File: src/sv/sukt_pkg.sv
// Package for the sorted unique-key table: command and status codes,
// request, response and table-entry types. No dependencies.
`default_nettype none

package sukt_pkg;

    // Command codes carried by a request.
    typedef enum logic [1:0] {
        CMD_INSERT = 2'd0,
        CMD_FIND   = 2'd1,
        CMD_READ   = 2'd2,
        CMD_DUMP   = 2'd3
    } cmd_t;

    // Status codes carried by a response.
    typedef enum logic [2:0] {
        STAT_INSERTED  = 3'd0,
        STAT_DUPLICATE = 3'd1,
        STAT_FOUND     = 3'd2,
        STAT_NOT_FOUND = 3'd3,
        STAT_FULL      = 3'd4,
        STAT_DUMP      = 3'd5
    } status_t;

    // Width of the position, index and count fields on the ports.
    localparam int PosW = 5;

    // One stored table entry.
    typedef struct packed {
        logic signed [31:0] key;
        logic               kind;
        logic [31:0]        price;
    } entry_t;

    // Control that the top level hands to every cell.
    typedef struct packed {
        logic occupied;
        logic insert_en;
    } cell_ctl_t;

    // Compare results that every cell reports back.
    typedef struct packed {
        logic less;
        logic eq;
    } cell_flags_t;

    // Request payload.
    typedef struct packed {
        cmd_t               command;
        logic signed [31:0] key;
        logic               kind;
        logic [31:0]        price_bits;
        logic [PosW-1:0]    index;
    } req_t;

    // Response payload.
    typedef struct packed {
        status_t            status;
        logic [PosW-1:0]    position;
        logic signed [31:0] entry_key;
        logic               entry_kind;
        logic [31:0]        entry_price;
        logic [PosW-1:0]    entry_count;
        logic               last;
    } rsp_t;

endpackage

`default_nettype wire

File: src/sv/sukt_cell.sv
// One cell of the sorted table chain: holds a single entry, compares it
// against the broadcast key and shifts in from its left neighbor on insert.
// Depends on sukt_pkg.
`default_nettype none

module sukt_cell
    import sukt_pkg::*;
(
    input  wire logic        clk,
    input  wire cell_ctl_t   ctl,
    input  wire logic        left_less,
    input  wire entry_t      left_entry,
    input  wire entry_t      new_entry,
    output      cell_flags_t flags,
    output      entry_t      entry
);

    entry_t entry_reg;
    entry_t entry_next;

    // Signed compare of the held key against the broadcast key.
    always_comb
    begin
        flags.less = ctl.occupied && (entry_reg.key < new_entry.key);
        flags.eq   = ctl.occupied && (entry_reg.key == new_entry.key);
    end

    // On insert, cells right of the insertion point take their left
    // neighbor, and the cell at the insertion point takes the new entry.
    always_comb
    begin
        entry_next = entry_reg;
        if (ctl.insert_en)
        begin
            if (!left_less)
            begin
                entry_next = left_entry;
            end
            else if (!flags.less)
            begin
                entry_next = new_entry;
            end
        end
    end

    always_ff @(posedge clk)
    begin
        entry_reg <= entry_next;
    end

    assign entry = entry_reg;

endmodule

`default_nettype wire

File: src/sv/sorted_unique_key_table_top.sv
// Sorted unique-key table: top level with the cell chain, the response
// register and the dump sequencer. Depends on sukt_pkg and sukt_cell.
//
// Usage: requests arrive on req_valid/req_ready with a req_t payload and
// responses leave on rsp_valid/rsp_ready with an rsp_t payload. Entries
// are kept in ascending signed key order in a chain of CAPACITY cells.
// Every cell compares its key with the request key at once, so for insert,
// find and read the single response is loaded into the output register at
// the edge that accepts the request, one request per cycle while the
// receiver keeps up. A dump of N entries produces N responses, one per
// cycle while the receiver keeps up, and blocks new requests until the
// last one is loaded; an empty dump gives one response.
// Reset clears the entry count, the sequencer and the response valid;
// the cell contents are not cleared and are only read below the count.
// When the receiver stalls, the response register holds its response and
// req_ready drops until the register is free again.
`default_nettype none

module sorted_unique_key_table_top
    import sukt_pkg::*;
#(
    parameter int CAPACITY = 16
)
(
    input  wire logic clk,
    input  wire logic rst_n,
    input  wire logic req_valid,
    output      logic req_ready,
    input  wire req_t req,
    output      logic rsp_valid,
    input  wire logic rsp_ready,
    output      rsp_t rsp
);

    localparam int IdxW = $clog2(CAPACITY);
    localparam int CntW = $clog2(CAPACITY + 1);
    localparam int CmpW = (CntW > PosW) ? CntW : PosW;

    typedef enum logic [1:0] {
        S_IDLE = 2'b01,
        S_DUMP = 2'b10
    } state_t;

    state_t          state_reg, state_next;
    logic [CntW-1:0] fill_reg, fill_next;
    logic [IdxW-1:0] dump_idx_reg, dump_idx_next;
    logic            rsp_valid_reg, rsp_valid_next;
    rsp_t            rsp_reg, rsp_next;

    cell_flags_t     flags [CAPACITY];
    entry_t          cell_entry [CAPACITY];
    logic [CAPACITY-1:0] less_vec;
    logic [CAPACITY-1:0] eq_vec;
    logic [CAPACITY-1:0] ins_vec;
    logic [CAPACITY-1:0] sel_vec;
    logic            insert_en;
    entry_t          new_entry;
    entry_t          sel_entry;
    logic [IdxW-1:0] hit_pos;
    logic [IdxW-1:0] ins_pos;
    logic            any_eq;
    logic            table_full;
    logic            read_ok;
    logic            slot_free;

    assign new_entry.key   = req.key;
    assign new_entry.kind  = req.kind;
    assign new_entry.price = req.price_bits;

    // Chain of cells; cell zero sees an always-smaller left neighbor.
    for (genvar g = 0; g < CAPACITY; g++)
    begin : g_cell
        cell_ctl_t ctl;
        logic      left_less;
        entry_t    left_entry;

        assign ctl.occupied  = (CntW'(g) < fill_reg);
        assign ctl.insert_en = insert_en;

        if (g == 0)
        begin : g_first
            assign left_less  = 1'b1;
            assign left_entry = new_entry;
        end
        else
        begin : g_rest
            assign left_less  = less_vec[g-1];
            assign left_entry = cell_entry[g-1];
        end

        sukt_cell u_cell (
            .clk        (clk),
            .ctl        (ctl),
            .left_less  (left_less),
            .left_entry (left_entry),
            .new_entry  (new_entry),
            .flags      (flags[g]),
            .entry      (cell_entry[g])
        );

        assign less_vec[g] = flags[g].less;
        assign eq_vec[g]   = flags[g].eq;
        assign ins_vec[g]  = !less_vec[g] && left_less;
    end

    assign any_eq     = |eq_vec;
    assign table_full = (fill_reg == CntW'(CAPACITY));
    assign read_ok    = (CmpW'(req.index) < CmpW'(fill_reg));
    assign slot_free  = !rsp_valid_reg || rsp_ready;
    assign req_ready  = (state_reg == S_IDLE) && slot_free;

    // Encode the one-hot hit and insertion-point vectors.
    always_comb
    begin
        hit_pos = '0;
        ins_pos = '0;
        for (int i = 0; i < CAPACITY; i++)
        begin
            if (eq_vec[i])
            begin
                hit_pos = hit_pos | IdxW'(i);
            end
            if (ins_vec[i])
            begin
                ins_pos = ins_pos | IdxW'(i);
            end
        end
    end

    // Choose which cell feeds the response payload.
    always_comb
    begin
        sel_vec = '0;
        if (state_reg == S_DUMP)
        begin
            for (int i = 0; i < CAPACITY; i++)
            begin
                sel_vec[i] = (dump_idx_reg == IdxW'(i));
            end
        end
        else
        begin
            case (req.command) inside
                CMD_INSERT, CMD_FIND:
                begin
                    sel_vec = eq_vec;
                end
                CMD_READ:
                begin
                    for (int i = 0; i < CAPACITY; i++)
                    begin
                        sel_vec[i] = (CmpW'(req.index) == CmpW'(i));
                    end
                end
                default:
                begin
                    sel_vec[0] = 1'b1;
                end
            endcase
        end
    end

    // AND-OR selection of the chosen cell's entry.
    always_comb
    begin
        sel_entry = '0;
        for (int i = 0; i < CAPACITY; i++)
        begin
            if (sel_vec[i])
            begin
                sel_entry = sel_entry | cell_entry[i];
            end
        end
    end

    // Request handling and dump sequencer.
    always_comb
    begin
        state_next     = state_reg;
        fill_next      = fill_reg;
        dump_idx_next  = dump_idx_reg;
        rsp_valid_next = rsp_valid_reg && !rsp_ready;
        rsp_next       = rsp_reg;
        insert_en      = 1'b0;

        unique case (state_reg)
            S_IDLE:
            begin
                if (req_valid && slot_free)
                begin
                    rsp_valid_next       = 1'b1;
                    rsp_next             = '0;
                    rsp_next.last        = 1'b1;
                    rsp_next.entry_count = PosW'(fill_reg);
                    case (req.command)
                        CMD_INSERT:
                        begin
                            if (any_eq)
                            begin
                                rsp_next.status      = STAT_DUPLICATE;
                                rsp_next.position    = PosW'(hit_pos);
                                rsp_next.entry_key   = sel_entry.key;
                                rsp_next.entry_kind  = sel_entry.kind;
                                rsp_next.entry_price = sel_entry.price;
                            end
                            else if (table_full)
                            begin
                                rsp_next.status = STAT_FULL;
                            end
                            else
                            begin
                                insert_en            = 1'b1;
                                fill_next            = fill_reg + CntW'(1);
                                rsp_next.status      = STAT_INSERTED;
                                rsp_next.position    = PosW'(ins_pos);
                                rsp_next.entry_key   = req.key;
                                rsp_next.entry_kind  = req.kind;
                                rsp_next.entry_price = req.price_bits;
                                rsp_next.entry_count = PosW'(fill_next);
                            end
                        end
                        CMD_FIND:
                        begin
                            if (any_eq)
                            begin
                                rsp_next.status      = STAT_FOUND;
                                rsp_next.position    = PosW'(hit_pos);
                                rsp_next.entry_key   = sel_entry.key;
                                rsp_next.entry_kind  = sel_entry.kind;
                                rsp_next.entry_price = sel_entry.price;
                            end
                            else
                            begin
                                rsp_next.status = STAT_NOT_FOUND;
                            end
                        end
                        CMD_READ:
                        begin
                            if (read_ok)
                            begin
                                rsp_next.status      = STAT_FOUND;
                                rsp_next.position    = req.index;
                                rsp_next.entry_key   = sel_entry.key;
                                rsp_next.entry_kind  = sel_entry.kind;
                                rsp_next.entry_price = sel_entry.price;
                            end
                            else
                            begin
                                rsp_next.status = STAT_NOT_FOUND;
                            end
                        end
                        default:
                        begin
                            rsp_next.status = STAT_DUMP;
                            if (fill_reg != '0)
                            begin
                                rsp_next.entry_key   = sel_entry.key;
                                rsp_next.entry_kind  = sel_entry.kind;
                                rsp_next.entry_price = sel_entry.price;
                                rsp_next.last        = (fill_reg == CntW'(1));
                                if (fill_reg != CntW'(1))
                                begin
                                    state_next    = S_DUMP;
                                    dump_idx_next = IdxW'(1);
                                end
                            end
                        end
                    endcase
                end
            end
            S_DUMP:
            begin
                if (slot_free)
                begin
                    rsp_valid_next       = 1'b1;
                    rsp_next             = '0;
                    rsp_next.status      = STAT_DUMP;
                    rsp_next.position    = PosW'(dump_idx_reg);
                    rsp_next.entry_key   = sel_entry.key;
                    rsp_next.entry_kind  = sel_entry.kind;
                    rsp_next.entry_price = sel_entry.price;
                    rsp_next.entry_count = PosW'(fill_reg);
                    rsp_next.last = ((CntW'(dump_idx_reg) + CntW'(1)) == fill_reg);
                    if (rsp_next.last)
                    begin
                        state_next = S_IDLE;
                    end
                    else
                    begin
                        dump_idx_next = dump_idx_reg + IdxW'(1);
                    end
                end
            end
            default:
            begin
                state_next = S_IDLE;
            end
        endcase
    end

    // Control registers.
    always_ff @(posedge clk or negedge rst_n)
    begin
        if (!rst_n)
        begin
            state_reg     <= S_IDLE;
            fill_reg      <= '0;
            dump_idx_reg  <= '0;
            rsp_valid_reg <= 1'b0;
        end
        else
        begin
            state_reg     <= state_next;
            fill_reg      <= fill_next;
            dump_idx_reg  <= dump_idx_next;
            rsp_valid_reg <= rsp_valid_next;
        end
    end

    // Response payload register.
    always_ff @(posedge clk)
    begin
        rsp_reg <= rsp_next;
    end

    assign rsp_valid = rsp_valid_reg;
    assign rsp       = rsp_reg;

endmodule

`default_nettype wire

File: config.mk
export PLATFORM = sky130hd
export DESIGN_NAME = sorted_unique_key_table_top
export DESIGN_NICKNAME = d
export VERILOG_FILES = /design/src/sv/sukt_pkg.sv /design/src/sv/sukt_cell.sv /design/src/sv/sorted_unique_key_table_top.sv
export SDC_FILE = /design/constraint.sdc
export NUM_CORES = 2
export LEC_CHECK = 0
export BUFFER_PORTS_ARGS = -buffer_cell sky130_fd_sc_hd__buf_4
export CAP_MARGIN = 0
export CORE_UTILIZATION = 30
export DETAILED_ROUTE_END_ITERATION = 12
export PLACE_DENSITY = 0.47
export SYNTH_ARGS = -nofsm -noshare
export SYNTH_HDL_FRONTEND = slang
export SYNTH_HIERARCHICAL = 1
export SYNTH_SLANG_ARGS = --single-unit
File: constraint.sdc
create_clock -name clk -period 6.5 [get_ports clk]
set_input_delay 1.625 -clock clk [delete_from_list [all_inputs] [get_ports clk]]
set_output_delay 1.625 -clock clk [all_outputs]
set_load 0.02 [all_outputs]
* After elaboration in Yosys (flattened, before gate mapping)
Cells that the tools add are included.
Storage, ports and cells: bits in registers 1131, bits of input ports 76, logic and storage cells 406
Cells by class: add/subtract/negate cells 3, $lt $le $gt $ge 33, equal/unequal tests 76, mux-type cells 121, bitwise logic cells 18, reduce and logical (&&, ||, !) cells 96
Operators by type and width (number):
- 65-bit two-way mux | 47
- 65-bit OR | 15
- 32-bit equality test | 16
- 32-bit less-than comparator | 16
- 65-bit one-hot mux with 3 select lines | 1
- 79-bit two-way mux | 2
- 79-bit one-hot mux with 2 select lines | 1
- 4-bit two-way mux | 22
- 74-bit two-way mux | 1
- 73-bit two-way mux | 1
- 70-bit two-way mux | 1
- 69-bit two-way mux | 1
- 1-bit logical AND | 50
- 5-bit by 4-bit equality test with 1-bit output, second input constant | 8
- 4-bit by 5-bit less-than comparator with 1-bit output, first input constant | 8
- 2-bit inequality test, second input constant | 18
- 4-bit equality test, second input constant | 8
- 2-bit AND reduction | 16
- 15-bit two-way mux | 2
- 3-bit two-way mux | 9
- 5-bit by 3-bit equality test with 1-bit output, second input constant | 4
- 3-bit by 5-bit less-than comparator with 1-bit output, first input constant | 4
- 2-bit two-way mux | 10
- 1-bit zero test | 17
- other kinds (39) | 69

* Depth between registers and ports, before layout
depth in word-level cells 39, mapped depth 14

* Cells and area by module
Netlist, hierarchy kept.
Modules (own cells, without submodules):
- sukt_cell (g_cell[10].u_cell ...) | times used 15, cells each 253, area each 3557.2 um^2, sequential area each 1951.9 um^2
- sorted_unique_key_table_top | times used 1, cells each 1263, area each 10945.5 um^2, sequential area each 2673.8 um^2
- sukt_cell (g_cell[0].u_cell) | times used 1, cells each 258, area each 3573.4 um^2, sequential area each 1951.9 um^2

* Least setup slack after synthesis
Ideal clock, no wire load.
kind input-to-reg, start input req[69] (netlist name), end register g_cell[7].u_cell.entry_reg, in the netlist g_cell[7].u_cell/entry[0], enable pin, setup time 447 ps, data arrival time 6430 ps, required time 6053 ps, path slack -377 ps, stages on the path 12, path buffers 0, cells stage by stage inv_1 > ha_1 > nand4_1 > nor4_1 > and4_1 > and4_1 > or4_1 > nor4_4 > nand2_1 > nor3_2 > inv_1 > a41oi_2
RTL lines:
- from (decl) | RTL line sorted_unique_key_table_top.sv:29 | input wire req_t req,
- to (signal assigned) | RTL line sukt_cell.sv:48 | entry_reg <= entry_next;
- to (decl) | RTL line sukt_cell.sv:18 | entry_t entry_reg;

==> flow_summary.ini <==
[die]
die_area_um2 = 228200
start_util = 0.3018
core_area_um2 = 224900
die_h_um = 477.7
io_pins = 157
row_count = 174
die_w_um = 477.7

[finish]
final_common_cell = edfxtp_1
syn_to_final_growth_pct = 17.69
drive_gt1_frac = 0.3073
largest_reg_flops = 1040
nets = 6241
final_cell_mix = 1119 x edfxtp_1, 1040 x mux2_2, 549 x inv_1
n_fill_cell = 21760
seqCellArea_um2 = 33900
final_cell_area_um2 = 79880
multi_input_area_um2 = 31210

[clock_tree]
cts.path.max_buffers = 3
htreeDepth = 4
cts_buffers = 141
cts_sinks = 1131
worst_skew_pair.late_latency_ns = 0.82
postCtsSetupBuffers = 0
path_clk_slew_ns = 0.06
cts_resized = 0
cts_tree = built
cts_root_buf = clkbuf_16
hold_buffers = 0

[drt]
wl_met2_mm = 128.3
drtPass1Iterations = 12
met1_length_mm = 125.7
vias = 50500
drtAntennaViolNets = 0
drc = 74
wl_per_cell_um = 32.75
vias_per_cell = 5.776
drt_iter0_drc = 6220
wl_met3_mm = 22.52
top_layer = met5
routed_wl_mm = 286.3

[hold_path]
min_to = state_reg[0]$_DFFE_PN1P_
min_path_type = flip-flop to flip-flop
hp-start = state_reg[0]$_DFFE_PN1P_
min_path_cells = 2

[synthesis]
synth-edff-count = 1119
syn_area_per_cell_um2 = 12.77
yosysWarnings = 6
ys_types = 85
synthArstFlopShare = 0.01061
ys_ff_latch = 1131
syn_area_um2 = 67880
synth_flop_cell = edfxtp_1
synth_cells = 5316
synth-seq-area-share = 0.4995

[sta]
finalSetupTns_ns = 0
slew_headroom = 0.09970
rsz0062_at_grt = no
hold_viol = 0
fin_crit_sh = 0.8642
finalSetupViolations = 0
clock.fmax_mhz = 178.0
fin_crit_ns = 5.617
tightest_slew_ns = 1.336
maxSlewViolCount = 0
finClkSkew_ns = 0.03740

[worst_setup_path]
rr_worst_depth = 11
critPathArrivalTime_ns = 6.19
crit_path_end_kind = flip-flop
cp.required_ns = 7.07
crit_chain = buf_4 -> inv_1 -> ha_1 -> nand4_1 -> nor4_1 -> buf_4 -> and4_1 -> and4_1 -> or4_1 -> nor4_4 -> and3_4 -> buf_12 -> and2_1 -> and4b_1 -> a2bb2oi_1
regToRegSetupSlack_ns = 1.17
cp_max_fo = 20
critical_path_class = primary input to flip-flop
cp-start-kind = primary input
crit_path_top_delay_cell = and3_4
max_stage_delay_ns = 0.69
r2r_end = rsp[67]$_DFFE_PP_
r2r_start = fill_reg[2]$_DFFE_PN0P_

[grt]
track_usage = 0.2446
grt_antenna_before_repair = 23
first_global_vias = 49950
grt_max_degree = 66
grt_pass1_wl_mm = 397.3
grt_overflow = 0

[run_status]
status = finished, violations left
violations = DRC

[placed_design]
dp_hpwl_mm = 194.9
post_dp_cell_area_um2 = 75510
port_buffers = 156
finalWeightedCongestion = 0.9071

[power]
ir_drop_uv = 306.5
p_per_area_nw_per_um2 = 323.5
p_leak_uw = 0.02947

[job]
drv_cap = 0
==> cells by family (layout without fill, tap and decap cells) <==
kind of cell,after synthesis,count (layout),share of synthesized area
flops,1131,1131,0.4995
mux,1041,1041,0.1727
compound gates,1008,1008,0.1162
buf+inv,811,1237,0.04689
simple gates,785,785,0.06588
fa+ha+maj,528,528,0.09733
xor+xnor,11,11,0.001419
other cells,1,10,0.00005525
==> cells in the mapped netlist (all sizes together) (8+ instances only) <==
| master | n | share of area |
|---|---|---|
| edfxtp | 1119 | 0.50 |
| mux2 | 1040 | 0.17 |
| inv | 549 | 0.030 |
| ha | 528 | 0.097 |
| a22oi | 257 | 0.028 |
| nand2 | 217 | 0.012 |
| clkbuf | 174 | 0.0096 |
| a21oi | 172 | 0.014 |
| nand4 | 167 | 0.015 |
| a222oi | 124 | 0.018 |
| buf | 87 | 0.0069 |
| nand3 | 69 | 0.0051 |
| nor2 | 66 | 0.0036 |
| and4 | 63 | 0.0081 |
| o21ai | 58 | 0.0043 |
| o211ai | 50 | 0.0055 |
| a221o | 42 | 0.0062 |
| a221oi | 36 | 0.0047 |
| a21o | 33 | 0.0036 |
| a21boi | 31 | 0.0035 |
| a41oi | 30 | 0.0056 |
| and3 | 30 | 0.0028 |
| nor2b | 30 | 0.0028 |
| and2 | 29 | 0.0027 |
| a2bb2oi | 27 | 0.0035 |
| nor4 | 25 | 0.0026 |
| a22o | 21 | 0.0027 |
| nor3 | 21 | 0.0016 |
| a211oi | 19 | 0.0021 |
| a211o | 17 | 0.0022 |
| or3 | 17 | 0.0027 |
| o31a | 16 | 0.0021 |
| a31oi | 15 | 0.0015 |
| a32o | 15 | 0.0022 |
| a41o | 15 | 0.0022 |
| dfrtp | 11 | 0.0041 |
| nand4b | 11 | 0.0014 |
| and4b | 8 | 0.0012 |
| xnor2 | 8 | 0.0010 |
==> per-stage QoR <==
stage	setup WS, ns	util	cells	hold WS, ns	power, µW
after floorplan	0.2538	-	5318	0.4736	14610
after global placement	0.09871	0.3358	8486	0.5486	18100
after detailed placement	0.07240	0.3358	8486	0.5581	18180
after CTS	0.9761	0.3551	8736	0.5644	25910
after global routing	0.8507	0.3552	8739	0.5844	26630
final	0.8825	0.3552	8743	0.5653	25840
==> layer usage <==
layer,vias to the layer above,global-route usage
li1,21650,-
met1,25960,0.3389
met2,2423,0.3831
met3,449,0.04320
met4,26,0.08038
met5,-,0.003992
==> power breakdown <==
| part | switching, µW | total (µW) | internal (µW) |
|---|---|---|---|
| clock network | 3440 | 7670 | 4230 |
| registers | 544 | 9820 | 9270 |
| logic | 4890 | 8350 | 3460 |
| total | 8880 | 25800 | 17000 |
==> how the worst max path moves through the flow <==
stage | from | to | cells after the start
after floorplan | req[69] | g_cell[10].u_cell/entry[0]$_DFFE_PP_ | 12
after global placement | req[69] | rsp[60]$_DFFE_PP_ | 15
after detailed placement | req[65] | rsp[22]$_DFFE_PP_ | 15
after CTS | req[65] | rsp[56]$_DFFE_PP_ | 15
after global routing | req[69] | rsp[56]$_DFFE_PP_ | 15
final | req[63] | rsp[67]$_DFFE_PP_ | 15
==> layout make-up <==
type,instances,area share
well taps,2992,0.04686
clock inverters,79,0.008301
inverters,550,0.02584
repair buffers,437,0.05751
multi-input cells,3376,0.3906
flip-flops and latches,1131,0.4244
clock buffers,171,0.04620
diodes,7,0.0002193
==> worst max-delay path: cells and delay by family <==
kind	cells	cell delay [ns]
AOI/OAI and AO/OA	1	0.35
adders and majority gates	1	0.32
and+or+nand+nor	9	3.03
buffers and inverters	4	0.79
Note: power is estimated with default switching activity, not from simulation.
